<file path="src/design/color_threshold_blob_centroid_core_macros.svh">
`ifndef COLOR_THRESHOLD_BLOB_CENTROID_CORE_MACROS_SVH
`define COLOR_THRESHOLD_BLOB_CENTROID_CORE_MACROS_SVH

// Clocked assertion, held off while reset is low.
`define CTBC_ASSERT_CLK(lbl, clk, rstn, prop, msg) \
  lbl: assert property (@(posedge clk) disable iff (!rstn) (prop)) else $error(msg);

// Assertion that a condition never occurs.
`define CTBC_ASSERT_NEVER(lbl, clk, rstn, cond, msg) \
  `CTBC_ASSERT_CLK(lbl, clk, rstn, !(cond), msg)

`endif

</file>
<file path="src/design/ctbc_pkg.sv">
`timescale 1ns / 1ps
`default_nettype none

package ctbc_pkg;

  localparam int unsigned COLS    = 160;
  localparam int unsigned ROWS    = 120;

  localparam int unsigned PIX_W   = 8;
  localparam int unsigned COL_W   = 8;
  localparam int unsigned ROW_W   = 7;
  localparam int unsigned SUM_W   = 23;
  localparam int unsigned CNT_W   = 15;
  localparam int unsigned CX_W    = 9;
  localparam int unsigned CY_W    = 8;
  localparam int unsigned CFG_W   = 15;
  localparam int unsigned IDX_W   = 2;

  localparam int unsigned Q_DEPTH = 4;
  localparam int unsigned Q_AW    = $clog2(Q_DEPTH);

  localparam logic [IDX_W-1:0] REG_V_MIN     = 2'd0;
  localparam logic [IDX_W-1:0] REG_V_MAX     = 2'd1;
  localparam logic [IDX_W-1:0] REG_MIN_COUNT = 2'd2;

  localparam logic [PIX_W-1:0] V_MIN_RST     = 8'd200;
  localparam logic [PIX_W-1:0] V_MAX_RST     = 8'd240;
  localparam logic [CNT_W-1:0] MIN_COUNT_RST = 15'd5;

  typedef struct packed {
    logic [PIX_W-1:0] v_min;
    logic [PIX_W-1:0] v_max;
    logic [CNT_W-1:0] min_count;
  } ctbc_cfg_t;

  // One classified sample on its way from front to back.
  typedef struct packed {
    logic [PIX_W-1:0] pixel;
    logic             last;
    logic             found;
    logic [SUM_W-1:0] sum_x;
    logic [SUM_W-1:0] sum_y;
    logic [CNT_W-1:0] cnt;
  } ctbc_entry_t;

endpackage

`default_nettype wire

</file>
<file path="src/design/color_threshold_blob_centroid_core.sv">
`timescale 1ns / 1ps
`default_nettype none

// V-plane colour-window blob centroid. Samples enter one per clock in raster
// order while full is low, and each gives one result item: the sample, or
// zero when it lies in v_min..v_max. The frame's last sample also carries the
// centroid (doubled column and row units) or the default centre (COLS, ROWS)
// when too few samples matched. When a blob is found, the back end runs a
// restoring divider, x and y in parallel, one quotient bit a cycle, for that
// item. A four-entry queue between the classifier and the divider absorbs
// part of that wait; the input can show full after a frame's last sample
// while the divider runs, and longer when the result side stalls.
module color_threshold_blob_centroid_core (
  input  wire                          clk_i,
  input  wire                          rst_ni,
  input  wire                          cfg_we_i,
  input  wire [ctbc_pkg::IDX_W-1:0]    cfg_idx_i,
  input  wire [ctbc_pkg::CFG_W-1:0]    cfg_wdata_i,
  input  wire                          push,
  output logic                         full,
  input  wire [ctbc_pkg::PIX_W-1:0]    v_sample_i,
  output logic                         empty,
  input  wire                          pop,
  output logic [ctbc_pkg::PIX_W-1:0]   out_pixel_o,
  output logic                         frame_done_o,
  output logic                         blob_found_o,
  output logic [ctbc_pkg::CX_W-1:0]    centre_x_o,
  output logic [ctbc_pkg::CY_W-1:0]    centre_y_o
);
  import ctbc_pkg::*;

  ctbc_cfg_t   cfg_q, cfg_d;
  ctbc_entry_t f_data, q_head;
  logic        f_push, q_full, q_empty, q_pop;

  always_comb begin
    cfg_d = cfg_q;
    if (cfg_we_i) begin
      unique case (cfg_idx_i)
        REG_V_MIN:     cfg_d.v_min     = cfg_wdata_i[PIX_W-1:0];
        REG_V_MAX:     cfg_d.v_max     = cfg_wdata_i[PIX_W-1:0];
        REG_MIN_COUNT: cfg_d.min_count = cfg_wdata_i[CNT_W-1:0];
        default:       cfg_d = cfg_q;
      endcase
    end
  end

  always_ff @(posedge clk_i or negedge rst_ni) begin
    if (!rst_ni) begin
      cfg_q.v_min     <= V_MIN_RST;
      cfg_q.v_max     <= V_MAX_RST;
      cfg_q.min_count <= MIN_COUNT_RST;
    end else begin
      cfg_q <= cfg_d;
    end
  end

  assign full = q_full;

  ctbc_front u_front (
    .clk_i      (clk_i),
    .rst_ni     (rst_ni),
    .cfg_i      (cfg_q),
    .push_i     (push),
    .v_sample_i (v_sample_i),
    .q_full_i   (q_full),
    .q_push_o   (f_push),
    .q_data_o   (f_data)
  );

  ctbc_fifo u_fifo (
    .clk_i   (clk_i),
    .rst_ni  (rst_ni),
    .push_i  (f_push),
    .data_i  (f_data),
    .full_o  (q_full),
    .pop_i   (q_pop),
    .empty_o (q_empty),
    .data_o  (q_head)
  );

  ctbc_back u_back (
    .clk_i        (clk_i),
    .rst_ni       (rst_ni),
    .q_empty_i    (q_empty),
    .q_data_i     (q_head),
    .q_pop_o      (q_pop),
    .empty_o      (empty),
    .pop_i        (pop),
    .out_pixel_o  (out_pixel_o),
    .frame_done_o (frame_done_o),
    .blob_found_o (blob_found_o),
    .centre_x_o   (centre_x_o),
    .centre_y_o   (centre_y_o)
  );

endmodule

`default_nettype wire

</file>
<file path="src/design/ctbc_front.sv">
`timescale 1ns / 1ps
`default_nettype none

module ctbc_front (
  input  wire                          clk_i,
  input  wire                          rst_ni,
  input  ctbc_pkg::ctbc_cfg_t          cfg_i,
  input  wire                          push_i,
  input  wire [ctbc_pkg::PIX_W-1:0]    v_sample_i,
  input  wire                          q_full_i,
  output logic                         q_push_o,
  output ctbc_pkg::ctbc_entry_t        q_data_o
);
  import ctbc_pkg::*;

  logic [COL_W-1:0] col_q, col_d;
  logic [ROW_W-1:0] row_q, row_d;
  logic [SUM_W-1:0] sum_x_q, sum_x_d, sum_y_q, sum_y_d;
  logic [CNT_W-1:0] cnt_q, cnt_d;

  logic hit, last_col, last;
  logic [SUM_W-1:0] sum_x_n, sum_y_n;
  logic [CNT_W-1:0] cnt_n;

  assign q_push_o = push_i && !q_full_i;

  always_comb begin
    hit      = (v_sample_i >= cfg_i.v_min) && (v_sample_i <= cfg_i.v_max);
    last_col = col_q >= COL_W'(COLS - 1);
    last     = last_col && (row_q >= ROW_W'(ROWS - 1));

    sum_x_n = sum_x_q;
    sum_y_n = sum_y_q;
    cnt_n   = cnt_q;
    if (hit) begin
      sum_x_n = sum_x_q + SUM_W'({col_q, 1'b0});
      sum_y_n = sum_y_q + SUM_W'({row_q, 1'b0});
      cnt_n   = cnt_q + CNT_W'(1);
    end

    q_data_o.pixel = hit ? '0 : v_sample_i;
    q_data_o.last  = last;
    q_data_o.found = last && (cnt_n > cfg_i.min_count) && (cnt_n != '0);
    q_data_o.sum_x = sum_x_n;
    q_data_o.sum_y = sum_y_n;
    q_data_o.cnt   = cnt_n;

    col_d   = col_q;
    row_d   = row_q;
    sum_x_d = sum_x_q;
    sum_y_d = sum_y_q;
    cnt_d   = cnt_q;
    if (q_push_o) begin
      priority if (last) begin
        // clear for the next frame
        col_d   = '0;
        row_d   = '0;
        sum_x_d = '0;
        sum_y_d = '0;
        cnt_d   = '0;
      end else if (last_col) begin
        col_d   = '0;
        row_d   = row_q + ROW_W'(1);
        sum_x_d = sum_x_n;
        sum_y_d = sum_y_n;
        cnt_d   = cnt_n;
      end else begin
        col_d   = col_q + COL_W'(1);
        sum_x_d = sum_x_n;
        sum_y_d = sum_y_n;
        cnt_d   = cnt_n;
      end
    end
  end

  always_ff @(posedge clk_i or negedge rst_ni) begin
    if (!rst_ni) begin
      col_q   <= '0;
      row_q   <= '0;
      sum_x_q <= '0;
      sum_y_q <= '0;
      cnt_q   <= '0;
    end else begin
      col_q   <= col_d;
      row_q   <= row_d;
      sum_x_q <= sum_x_d;
      sum_y_q <= sum_y_d;
      cnt_q   <= cnt_d;
    end
  end

endmodule

`default_nettype wire

</file>
<file path="src/design/ctbc_fifo.sv">
`timescale 1ns / 1ps
`default_nettype none
`include "color_threshold_blob_centroid_core_macros.svh"

module ctbc_fifo (
  input  wire                    clk_i,
  input  wire                    rst_ni,
  input  wire                    push_i,
  input  ctbc_pkg::ctbc_entry_t  data_i,
  output logic                   full_o,
  input  wire                    pop_i,
  output logic                   empty_o,
  output ctbc_pkg::ctbc_entry_t  data_o
);
  import ctbc_pkg::*;

  ctbc_entry_t     slot_q [Q_DEPTH];
  logic [Q_AW-1:0] wptr_q, rptr_q;
  logic [Q_AW:0]   cnt_q, cnt_d;
  logic            do_push, do_pop;

  assign full_o  = cnt_q == (Q_AW+1)'(Q_DEPTH);
  assign empty_o = cnt_q == '0;
  assign data_o  = slot_q[rptr_q];
  assign do_push = push_i && !full_o;
  assign do_pop  = pop_i && !empty_o;

  always_comb begin
    cnt_d = cnt_q;
    unique case ({do_push, do_pop})
      2'b10:   cnt_d = cnt_q + (Q_AW+1)'(1);
      2'b01:   cnt_d = cnt_q - (Q_AW+1)'(1);
      default: cnt_d = cnt_q;
    endcase
  end

  always_ff @(posedge clk_i or negedge rst_ni) begin
    if (!rst_ni) begin
      wptr_q <= '0;
      rptr_q <= '0;
      cnt_q  <= '0;
    end else begin
      cnt_q <= cnt_d;
      if (do_push) wptr_q <= wptr_q + Q_AW'(1);
      if (do_pop)  rptr_q <= rptr_q + Q_AW'(1);
    end
  end

  always_ff @(posedge clk_i) begin
    if (do_push) slot_q[wptr_q] <= data_i;
  end

  `CTBC_ASSERT_NEVER(a_no_overflow, clk_i, rst_ni, push_i && full_o, "push into full queue")
  `CTBC_ASSERT_CLK(a_cnt_bound, clk_i, rst_ni, cnt_q <= (Q_AW+1)'(Q_DEPTH), "queue count too high")

endmodule

`default_nettype wire

</file>
<file path="src/design/ctbc_back.sv">
`timescale 1ns / 1ps
`default_nettype none
`include "color_threshold_blob_centroid_core_macros.svh"

module ctbc_back (
  input  wire                        clk_i,
  input  wire                        rst_ni,
  input  wire                        q_empty_i,
  input  ctbc_pkg::ctbc_entry_t      q_data_i,
  output logic                       q_pop_o,
  output logic                       empty_o,
  input  wire                        pop_i,
  output logic [ctbc_pkg::PIX_W-1:0] out_pixel_o,
  output logic                       frame_done_o,
  output logic                       blob_found_o,
  output logic [ctbc_pkg::CX_W-1:0]  centre_x_o,
  output logic [ctbc_pkg::CY_W-1:0]  centre_y_o
);
  import ctbc_pkg::*;

  localparam int unsigned STEP_W = $clog2(SUM_W);

  localparam logic [1:0] ST_IDLE = 2'd0;
  localparam logic [1:0] ST_DIV  = 2'd1;
  localparam logic [1:0] ST_HOLD = 2'd2;

  logic [1:0]        state_q, state_d;
  logic [STEP_W-1:0] step_q, step_d;
  logic [CNT_W-1:0]  div_q, div_d;
  logic [CNT_W-1:0]  rem_x_q, rem_x_d, rem_y_q, rem_y_d;
  logic [SUM_W-1:0]  quo_x_q, quo_x_d, quo_y_q, quo_y_d;
  logic [PIX_W-1:0]  pix_q, pix_d;

  logic              out_valid_q, out_valid_d;
  logic [PIX_W-1:0]  out_pixel_q, out_pixel_d;
  logic              out_done_q, out_done_d;
  logic              out_found_q, out_found_d;
  logic [CX_W-1:0]   out_cx_q, out_cx_d;
  logic [CY_W-1:0]   out_cy_q, out_cy_d;

  logic              out_free, out_take;
  logic [CNT_W:0]    sh_x, sh_y, dif_x, dif_y;

  assign out_take = pop_i && out_valid_q;
  assign out_free = !out_valid_q || pop_i;

  always_comb begin
    // one restoring step for x and y side by side
    sh_x  = {rem_x_q, quo_x_q[SUM_W-1]};
    sh_y  = {rem_y_q, quo_y_q[SUM_W-1]};
    dif_x = sh_x - {1'b0, div_q};
    dif_y = sh_y - {1'b0, div_q};

    state_d     = state_q;
    step_d      = step_q;
    div_d       = div_q;
    rem_x_d     = rem_x_q;
    rem_y_d     = rem_y_q;
    quo_x_d     = quo_x_q;
    quo_y_d     = quo_y_q;
    pix_d       = pix_q;
    q_pop_o     = 1'b0;
    out_valid_d = out_take ? 1'b0 : out_valid_q;
    out_pixel_d = out_pixel_q;
    out_done_d  = out_done_q;
    out_found_d = out_found_q;
    out_cx_d    = out_cx_q;
    out_cy_d    = out_cy_q;

    unique case (state_q)
      ST_IDLE: begin
        if (!q_empty_i) begin
          priority if (q_data_i.found) begin
            q_pop_o = 1'b1;
            div_d   = q_data_i.cnt;
            quo_x_d = q_data_i.sum_x;
            quo_y_d = q_data_i.sum_y;
            rem_x_d = '0;
            rem_y_d = '0;
            pix_d   = q_data_i.pixel;
            step_d  = '0;
            state_d = ST_DIV;
          end else begin
            if (out_free) begin
              q_pop_o     = 1'b1;
              out_valid_d = 1'b1;
              out_pixel_d = q_data_i.pixel;
              out_done_d  = q_data_i.last;
              out_found_d = 1'b0;
              out_cx_d    = q_data_i.last ? CX_W'(COLS) : '0;
              out_cy_d    = q_data_i.last ? CY_W'(ROWS) : '0;
            end
          end
        end
      end
      ST_DIV: begin
        if (!dif_x[CNT_W]) begin
          rem_x_d = dif_x[CNT_W-1:0];
        end else begin
          rem_x_d = sh_x[CNT_W-1:0];
        end
        if (!dif_y[CNT_W]) begin
          rem_y_d = dif_y[CNT_W-1:0];
        end else begin
          rem_y_d = sh_y[CNT_W-1:0];
        end
        quo_x_d = {quo_x_q[SUM_W-2:0], !dif_x[CNT_W]};
        quo_y_d = {quo_y_q[SUM_W-2:0], !dif_y[CNT_W]};
        step_d  = step_q + STEP_W'(1);
        if (step_q == STEP_W'(SUM_W - 1)) state_d = ST_HOLD;
      end
      ST_HOLD: begin
        if (out_free) begin
          out_valid_d = 1'b1;
          out_pixel_d = pix_q;
          out_done_d  = 1'b1;
          out_found_d = 1'b1;
          out_cx_d    = quo_x_q[CX_W-1:0];
          out_cy_d    = quo_y_q[CY_W-1:0];
          state_d     = ST_IDLE;
        end
      end
      default: state_d = ST_IDLE;
    endcase
  end

  always_ff @(posedge clk_i or negedge rst_ni) begin
    if (!rst_ni) begin
      state_q     <= ST_IDLE;
      step_q      <= '0;
      out_valid_q <= 1'b0;
    end else begin
      state_q     <= state_d;
      step_q      <= step_d;
      out_valid_q <= out_valid_d;
    end
  end

  always_ff @(posedge clk_i) begin
    div_q       <= div_d;
    rem_x_q     <= rem_x_d;
    rem_y_q     <= rem_y_d;
    quo_x_q     <= quo_x_d;
    quo_y_q     <= quo_y_d;
    pix_q       <= pix_d;
    out_pixel_q <= out_pixel_d;
    out_done_q  <= out_done_d;
    out_found_q <= out_found_d;
    out_cx_q    <= out_cx_d;
    out_cy_q    <= out_cy_d;
  end

  assign empty_o      = !out_valid_q;
  assign out_pixel_o  = out_pixel_q;
  assign frame_done_o = out_done_q;
  assign blob_found_o = out_found_q;
  assign centre_x_o   = out_cx_q;
  assign centre_y_o   = out_cy_q;

  `CTBC_ASSERT_CLK(a_div_nonzero, clk_i, rst_ni,
                   (state_q == ST_DIV) |-> (div_q != '0), "divide by zero")
  `CTBC_ASSERT_CLK(a_mid_frame_clear, clk_i, rst_ni,
                   (out_valid_q && !out_done_q) |->
                   (!out_found_q && out_cx_q == '0 && out_cy_q == '0),
                   "centre set mid frame")

endmodule

`default_nettype wire

</file>
<file path="config.mk">
export PLATFORM = sky130hd
export DESIGN_NAME = color_threshold_blob_centroid_core
export DESIGN_NICKNAME = d
export VERILOG_FILES = /design/src/design/ctbc_pkg.sv /design/src/design/color_threshold_blob_centroid_core.sv /design/src/design/ctbc_front.sv /design/src/design/ctbc_fifo.sv /design/src/design/ctbc_back.sv
export VERILOG_INCLUDE_DIRS = /design/src /design/src/design
export SDC_FILE = /design/constraint.sdc
export NUM_CORES = 1
export LEC_CHECK = 0
export BUFFER_PORTS_ARGS = -buffer_cell sky130_fd_sc_hd__buf_4
export CAP_MARGIN = 10
export CORE_ASPECT_RATIO = 0.5
export CORE_MARGIN = 5
export CORE_UTILIZATION = 29
export DETAILED_ROUTE_END_ITERATION = 10
export GPL_TIMING_DRIVEN = 0
export PLACE_DENSITY = 0.5
export SLEW_MARGIN = 15
export SYNTH_ARGS = -nofsm -noshare
export SYNTH_HDL_FRONTEND = slang
export SYNTH_HIERARCHICAL = 1
export SYNTH_SLANG_ARGS = --single-unit
</file>
<file path="constraint.sdc">
create_clock -name clk_i -period 12.5 [get_ports clk_i]
set_input_delay 0 -clock clk_i [delete_from_list [all_inputs] [get_ports clk_i]]
set_output_delay 0 -clock clk_i [all_outputs]
set_load 0.01 [all_outputs]
</file>
==> impl_metrics.ini, run 1 <==
[yosys]
synth_top_area_cell = edfxtp_1
syn_area_per_cell_sq_um = 13.6
syn_inst = 1828
synth_edf_count = 410
yosysMostFrequentCell = edfxtp_1
ys_ff_latch = 530
netlist_area_sq_um = 24800
ys_seq_area_share_pct = 61.7
synth.top_cells.by_count = edfxtp_1 (410), nand2_1 (257), dfrtp_1 (111)
synthDistinctLibCells = 84
ys_warn_count = 6
synth_top_area_share_pct = 49.6
synth_ff_type = edfxtp_1
synthArstFlopShare_pct = 22.6
synth_area_leaders = edfxtp_1 (50%), dfrtp_1 (11%), mux4_2 (6.3%), ha_1 (4.3%), nand2_1 (3.9%)

[worst_setup_path]
critPathLaunchType = register
worst_r2r_path_depth = 17
crit_arrival_ns = 5.22
end_kind = register
crit_type = reg2reg
cp_max_fo = 10
cp-startpoint = cfg_q[22]
required_ns = 12.68
r2r-start = cfg_q[22]

[drt]
drc_errors = 0
dr.pass1.iters = 5
via_per_inst = 4.80
wl_per_cell_um = 19.3
antenna_left = 1
drt_iter0_markers = 1102
vias = 15129
wl_mm = 60.8

[clock_tree]
htreeDepth = 2
clock-sinks = 530
clock_latency_ns = 0.60
cts_buffers = 53
cts_resized = 0
clk_pin_slew_ns = 0.06
cts_buffer_depth = 3
cts-root-buf = clkbuf_16
tritoncts = built

[floorplanning]
coreArea_sq_um = 84400
start_util_pct = 29.4
die_h_um = 217
fp.dieArea_sq_um = 91900
rows = 75
die_w_um = 424
ios = 59

[sta]
fin_skew_ns = 0.0111
hold_violations = 0
slew_headroom_pct = 26.5
min_period_over_period_pct = 40.3
finalCriticalPeriod_ns = 5.04
fmax_mhz = 198
finalSetupViolCount = 0
rsz0062_at_grt = no
worstMarginPinSlew_ns = 1.10
maxSlewViolCount = 0
fin_setup_tns_ns = 0

[pwr]
powerDensity_nw_per_um2 = 226
p_leak_nw = 11.1
peakVddDrop_mv = 0.105
p_total_mw = 6.57

[worst_hold_path]
min-delay-start = push
hold_class = in2reg
worstHoldPathCells = 4

[grt]
grt_max_degree = 60
grt_pass1_wl_mm = 93.3
grt_usage_pct = 13.1
grt-ovfl-total = 0
grt_antenna_before_repair = 5
grt_pass1_vias = 15054

[outcome]
violations = antenna rules
outcome = finished with violations

[layout]
layout.nets = 2108
drive_above_1_share_pct = 16.7
syn_to_final_growth_pct = 17.1

[job]
drv_cap = 0

[place]
gp_congestion = 0.810
dpl.hpwl_mm = 42.0
numPortBuffers = 58
==> power by group <==
part / internal, mW / total [mW] / switching (mW)
combinational: 0.890 / 2.26 / 1.37
sequential: 2.51 / 2.67 / 0.163
clock: 0.977 / 1.65 / 0.669
total: 4.37 / 6.57 / 2.20
==> critical path, cell delays in order, from the launching register on <==
cell and delay [ns]:
dfstp_2 0.52, inv_1 0.05, ha_1 0.30, a21oi_1 0.15
o21ai_0 0.10, o21a_1 0.25, nor3_2 0.38, buf_2 0.34
buf_2 0.32, nand2_1 0.13, xnor2_1 0.61, ha_1 0.37
o21ai_0 0.10, a21oi_1 0.11, o31ai_1 0.27, a21oi_1 0.10
o31ai_1 0.29, a41oi_1 0.23
==> routing by layer <==
metal	track usage [%]	part of all wire, %
met5	0	0
met4	2.34	1.3
met3	2.11	4.6
met2	19.6	43
met1	20.2	51
==> cells in the final DEF, fill, tap and decap left out, types with 32 or more instances in the layout <==
| cell type | synthesis | layout |
|---|---|---|
| edfxtp_1 | 410 | 410 |
| nand2_1 | 257 | 257 |
| dfrtp_1 | 111 | 111 |
| ha_1 | 86 | 86 |
| inv_1 | 79 | 79 |
| mux4_2 | 70 | 70 |
| o21ai_0 | 69 | 64 |
| buf_4 | 5 | 63 |
| a21oi_1 | 63 | 63 |
| nand3_1 | 58 | 58 |
| clkbuf_16 | 0 | 55 |
| nor2_1 | 55 | 54 |
| clkbuf_1 | 35 | 53 |
| xnor2_1 | 50 | 50 |
| xor2_1 | 43 | 43 |
| mux2_2 | 42 | 42 |
| buf_2 | 31 | 33 |
| dlygate4sd3_1 | 0 | 32 |
==> state kept, by name, indices dropped and copies added (netlist names), 22 cells and up <==
| register | flops |
|---|---|
| u_front/sum_x_q | 22 |
| cfg_q | 31 |
| u_front/sum_y_q | 22 |
| u_back/quo_x_q | 23 |
| u_fifo/slot_q | 284 |
| u_back/quo_y_q | 23 |
==> cell families after synthesis <==
group | Yosys count | share of synthesized area (%)
other | 1 | 0.0151
AND/OR/NAND/NOR | 533 | 10.5
buffers and inverters | 169 | 3.28
XOR/XNOR | 93 | 3.28
AO/OA/AOI/OAI | 294 | 8.00
flip-flops | 530 | 61.7
multiplexers | 117 | 8.52
adder cells (fa/ha/maj) | 91 | 4.74
==> area by class of cell <==
class,instances,area [sq um]
flip-flops and latches,530,15300
plain buffers,90,517
inverters,79,297
repair buffers,103,1030
fillers,8165,55300
well taps,1116,1400
multi-input cells,1130,8730
clock inverters,23,322
clock buffers,74,1460
diodes,8,20.0
==> metrics by stage <==
stage	hold WS [ns]	util (%)	instances	instance area, sq um	setup WS, ns
final	0.0865	34.5	3153	29100	7.46
after detailed placement	0.0136	31.9	3015	26900	7.49
after global placement	0.249	31.6	3003	26700	4.66
after floorplan	-0.296	-	1829	24800	7.31
after global routing	0.0852	34.5	3145	29100	7.13
after CTS	0.0500	34.5	3145	29100	7.46
==> worst paths after layout <==
| path | to | slack [ns] |
|---|---|---|
| min | u_front/col_q[5] | 0.09 |
| min reg2reg | cfg_q[5] | 0.50 |
| max reg2reg | u_fifo/slot_q[3][61] | 7.46 |
| max | u_fifo/slot_q[3][61] | 7.46 |
| max in group asynchronous | u_front/sum_y_q[20] | 11.60 |
| min in group asynchronous | cfg_q[26] | 0.56 |
==> timing repair <==
action,4_1_cts,5_1_grt
setup endpoints to repair,0,0
setup buffers,0,0
endpoints found under the hold margin,185,0
hold buffers,33,0
Power figures use the tool's default switching activity.
==> inputs of run 2 (changes only) <==
==> constraint.sdc (replaced) <==
create_clock -name clk_i -period 4.8 [get_ports clk_i]
set_input_delay 0 -clock clk_i [delete_from_list [all_inputs] [get_ports clk_i]]
set_output_delay 0 -clock clk_i [all_outputs]
set_load 0.01 [all_outputs]
==> impl_metrics.ini, run 2 (synthesis results as in run 1) <==
[pwr]
switchingPower_mw = 5.84
pwr-share-comb_pct = 35.0
p_leak_nw = 11.2
p_int_mw = 11.2
p_sw_share_pct = 34.3
seqPwrFrac_pct = 40.8
clockPowerShare_pct = 24.2
peakVddDrop_mv = 0.278
powerDensity_nw_per_um2 = 583

[clock_tree]
cts_buffers = 53
cts_setup_buffers = 0
htreeDepth = 2
tritoncts = built
clk_pin_slew_ns = 0.06
clock_latency_ns = 0.61
cts_buffer_depth = 3
cts-root-buf = clkbuf_16
clock-sinks = 530

[sta]
worstMarginPinSlew_ns = 1.01
fin_ws_ns = 0.310
min_period_over_period_pct = 93.5
fmax_mhz = 223
finalCriticalPeriod_ns = 4.49
maxSlewViolCount = 0
slew_headroom_pct = 32.4
rsz0062_at_grt = no
finalSetupViolCount = 0
hold_violations = 0
fin_skew_ns = 0.0122

[layout]
layout.nets = 2112
final_common_cell = edfxtp_1
final_cell_mix = edfxtp_1 (410), nand2_1 (256), dfrtp_1 (111)
largest_register_ffs = 284
syn_to_final_growth_pct = 17.5
drive_above_1_share_pct = 17.5
regArea_sq_um = 15300
multi_input_area_sq_um = 8820
n_fill_cell = 8180
final_cells = 3157
top_register = u_fifo/slot_q
reg_top3 = u_fifo/slot_q x284, cfg_q x31

[worst_hold_path]
holdPathEnd = u_front/col_q[7]
worstHoldPathCells = 4
hold_class = in2reg
min-delay-start = push

[floorplanning]
start_util_pct = 29.4
die_h_um = 217
ios = 59
fp.dieArea_sq_um = 91900
die_w_um = 424
coreArea_sq_um = 84400
rows = 75

[grt]
grt_antenna_before_repair = 3
grt-ovfl-total = 0
grt_pass1_wl_mm = 93.9
grt_usage_pct = 13.1
grt_max_degree = 79
grt_pass1_vias = 15336

[place]
gp_congestion = 0.810
pre_cts_slack_ns = -0.164
dpl.hpwl_mm = 42.1
numPortBuffers = 58
placed_cells = 3017

[drt]
drt_iter0_markers = 1144
wl_mm = 60.6
via_per_inst = 4.81
drc_errors = 0
antenna_left = 0
wl_per_cell_um = 19.2
dr.pass1.iters = 5
vias = 15199

[worst_setup_path]
required_ns = 5.04
critPathSlowestCell = dfstp_2
critPathLaunchType = register
worst_r2r_path_depth = 18
rrSetupSlack_ns = 0.31
crit_type = reg2reg
crit_arrival_ns = 4.73
r2r-start = cfg_q[22]
cp_cell_sequence = inv_1, ha_1, nand2_1, o21ai_0, o21a_1, or3_1, buf_2, buf_2, nand2_1, nand2_2, ha_1, nor2b_1, o21ai_0, a21oi_1, o31ai_1, a21oi_1, o31ai_2, a41oi_2
cp_max_fo = 10
end_kind = register
worst_r2r_endpoint = u_fifo/slot_q[3][61]
max_stage_delay_ns = 0.53

[outcome]
outcome = finished clean

[job]
drv_cap = 0
run 2: changes by cell type in the layout (fill, tap and decap cells not counted), sizes merged:
cell / delta
bufinv: -4
inv: +2
diode: -3
clkinvlp: +5
clkinv: +8
dlygate4sd3: +2
clkbuf: -6
run 2: layout make-up:
class / instances / area share, %
tap: 1116 / 4.79
timing repair buffer: 107 / 3.77
buffer: 90 / 1.79
antenna: 5 / 0.0429
multi-input combinational: 1130 / 30.2
clock buffer: 66 / 4.75
sequential: 530 / 52.5
clock inverter: 34 / 1.10
inverter: 79 / 1.02
run 2: per-stage QoR:
stage	power (mW)	instance area (sq um)	hold slack [ns]	TNS (ns)	util, %
after CTS	17.2	29100	0.0352	0	34.5
after global placement	12.9	26700	0.237	-359.39	31.6
final	17.0	29200	0.0622	0	34.6
after floorplan	11.0	24800	-0.296	0	-
after global routing	18.1	29200	0.109	0	34.6
after detailed placement	13.0	27000	-0.0758	-0.655	32.0
run 2: power groups by stage:
stage / registers [mW] / logic [mW] / clock network [mW]
4_1_cts: 6.96 / 6.02 / 4.26
2_1_floorplan: 6.96 / 4.06 / 0
3_3_place_gp: 7.14 / 5.74 / 0
3_5_place_dp: 7.05 / 5.96 / 0
6_report: 6.95 / 5.95 / 4.12
5_1_grt: 7.06 / 6.60 / 4.44
run 2: worst max-delay path: cells and delay by family, from the launching register on:
kind            cells  cell delay [ns]
compound gates      8             1.68
simple gates        5             0.71
fa+ha+maj           2             0.60
buf+inv             3             0.58
flops               1             0.53
run 2: routing by layer:
layer,vias to the layer above,global-route usage (%),part of all wire [%]
met1,7607,19.8,50
met4,0,3.65,2.3
met5,-,0,0
met2,320,19.8,43
met3,92,1.85,5.0
li1,7180,-,-
run 2: what timing repair did:
action                     CTS  global route
hold endpoints to repair   179             0
hold buffers                35             0
resized for setup            4            10
setup endpoints to repair    4             4
run 2: how the worst max path moves through the flow:
stage                     start              endpoint  slack (ns)  cells after the start
2_1_floorplan  u_fifo/rptr_q[1]       u_back/div_q[0]        0.72                      4
3_3_place_gp    u_fifo/cnt_q[2]  u_fifo/slot_q[2][18]       -1.12                      6
3_5_place_dp          cfg_q[22]  u_fifo/slot_q[2][61]       -0.16                     17
4_1_cts               cfg_q[22]  u_fifo/slot_q[3][61]        0.04                     18
5_1_grt               cfg_q[22]  u_fifo/slot_q[3][61]        0.04                     17
6_report              cfg_q[22]  u_fifo/slot_q[3][61]        0.31                     18
==> inputs of run 3 (changes only) <==
--- a/config.mk
+++ b/config.mk
@@ -13,7 +13,7 @@
 export CORE_UTILIZATION = 29
 export DETAILED_ROUTE_END_ITERATION = 10
 export GPL_TIMING_DRIVEN = 0
-export PLACE_DENSITY = 0.5
+export PLACE_DENSITY = 0.41
 export SLEW_MARGIN = 15
 export SYNTH_ARGS = -nofsm -noshare
 export SYNTH_HDL_FRONTEND = slang
==> impl_metrics.ini, run 3 (synthesis results as in run 1) <==
[outcome]
outcome = finished clean

[sta]
rsz0062_at_grt = no
hold_violations = 0
fmax_mhz = 221
maxSlewViolCount = 0
worstMarginPinSlew_ns = 1.22
slew_headroom_pct = 17.8
finalCriticalPeriod_ns = 4.52
finalSetupViolCount = 0
fin_skew_ns = 0.0342
min_period_over_period_pct = 94.2

[drt]
wl_mm = 66.2
vias = 15069
drt_iter0_markers = 979
drc_errors = 0
antenna_left = 0
wl_per_cell_um = 20.9
via_per_inst = 4.77
dr.pass1.iters = 5

[layout]
reg_top3 = u_fifo/slot_q x284, cfg_q x31
final_common_cell = edfxtp_1
syn_to_final_growth_pct = 17.9
n_fill_cell = 8211
layout.nets = 2117
fin_area_sq_um = 29300
top_register = u_fifo/slot_q
final_cells = 3161
final_cell_mix = edfxtp_1 (410), nand2_1 (256), dfrtp_1 (111)
largest_register_ffs = 284
utilization_pct = 34.7
drive_above_1_share_pct = 17.5

[place]
gp_congestion = 0.768
numPortBuffers = 58
dpl_cell_area_sq_um = 27000
placed_cells = 3019
dpl.hpwl_mm = 46.2

[worst_setup_path]
cp_max_fo = 10
cp-startpoint = cfg_q[30]
end_kind = register
worst_r2r_path_depth = 17
r2r-start = cfg_q[30]
required_ns = 5.03
crit_arrival_ns = 4.75
cp-endpoint = u_fifo/slot_q[0][61]
rrSetupSlack_ns = 0.28
critPathLaunchType = register
worst_r2r_endpoint = u_fifo/slot_q[0][61]
crit_type = reg2reg

[clock_tree]
clock_latency_ns = 0.62
cts_buffers = 54
cts-root-buf = clkbuf_16
htreeDepth = 2
tritoncts = built
clock-sinks = 530
cts_buffer_depth = 3
clk_pin_slew_ns = 0.07

[pwr]
peakVddDrop_mv = 0.259
switchingPower_mw = 5.99
p_leak_nw = 11.2
clockPowerShare_pct = 24.8
pwr-share-comb_pct = 35.1
seqPwrFrac_pct = 40.1
p_int_mw = 11.4
p_sw_share_pct = 34.5
powerDensity_nw_per_um2 = 593

[grt]
grt-ovfl-total = 0
grt_pass1_vias = 15267
grt_usage_pct = 14.4
grt_antenna_before_repair = 3
grt_pass1_wl_mm = 100
grt_max_degree = 65

[floorplanning]
fp.dieArea_sq_um = 91900
rows = 75
die_w_um = 424
ios = 59
die_h_um = 217
coreArea_sq_um = 84400
start_util_pct = 29.4

[worst_hold_path]
hold_class = in2reg
worstHoldPathCells = 3
min-delay-start = cfg_wdata_i[9]

[job]
drv_cap = 0
## run 3: cell types whose count changed in the layout (fill, tap and decap cells not counted), sizes merged
cell         delta
buf             +2
bufinv          +1
clkbuf          +3
clkinv          +2
clkinvlp        -3
dlygate4sd3     +2
inv             -3
## run 3: how the worst min path moves through the flow
stage	slack (ns)	endpoint
6_report	0.17	cfg_q[9]
5_1_grt	0.16	cfg_q[11]
4_1_cts	0.12	cfg_q[13]
3_5_place_dp	-0.01	cfg_q[8]
3_3_place_gp	0.23	cfg_q[9]
2_1_floorplan	-0.30	cfg_q[10]
## run 3: cell type report
| cell class | instances | area, sq um | area share [%] |
|---|---|---|---|
| diodes | 5 | 12.5 | 0.0427 |
| plain buffers | 90 | 529 | 1.81 |
| clock buffers | 69 | 1510 | 5.16 |
| clock inverters | 31 | 273 | 0.932 |
| inverters | 79 | 297 | 1.01 |
| multi-input cells | 1130 | 8830 | 30.2 |
| flip-flops and latches | 530 | 15300 | 52.3 |
| well taps | 1116 | 1400 | 4.77 |
| repair buffers | 111 | 1110 | 3.78 |
## run 3: metrics by stage
step	hold WS [ns]	total power [mW]	TNS (ns)	setup WS, ns
after detailed placement	-0.0107	13.2	-1.76	-0.440
after global placement	0.233	13.1	-474.49	-1.48
after floorplan	-0.296	11.0	0	0.723
after global routing	0.155	18.5	0	0.0174
after CTS	0.119	17.6	0	0.0756
final	0.169	17.4	0	0.279
## run 3: what timing repair did
action                                 CTS  global route
hold buffers                            37             0
setup endpoints to repair                4             4
resized for setup                       12             8
endpoints found under the hold margin  183             0
buffers inserted                         0             0
## run 3: layer usage
layer | up-vias | wire [um] | global-route usage [%]
li1 | 7192 | - | -
met1 | 7596 | 35000 | 23.1
met2 | 217 | 27000 | 20.4
met3 | 64 | 3030 | 1.98
met4 | 0 | 1070 | 3.12
met5 | - | 0 | 0
## run 3: power by group through the flow
stage / clock, mW / sequential (mW) / combinational [mW]
finish: 4.30 / 6.97 / 6.10
global route: 4.64 / 7.08 / 6.82
CTS: 4.46 / 6.97 / 6.21
detailed placement: 0 / 7.06 / 6.13
global placement: 0 / 7.17 / 5.95
floorplan: 0 / 6.96 / 4.06
## run 3: worst max-delay path, cell delays in order, from the launching register on
cell	delay [ns]
dfstp_2	0.53
inv_1	0.05
ha_1	0.30
nand4_1	0.12
o31a_4	0.43
or3_1	0.34
buf_2	0.21
buf_4	0.22
nand2_1	0.09
nand2_2	0.15
ha_1	0.33
nor2b_1	0.13
o21ai_0	0.18
a21oi_1	0.11
o31ai_1	0.30
a21oi_1	0.13
o31ai_2	0.31
a41oi_2	0.19
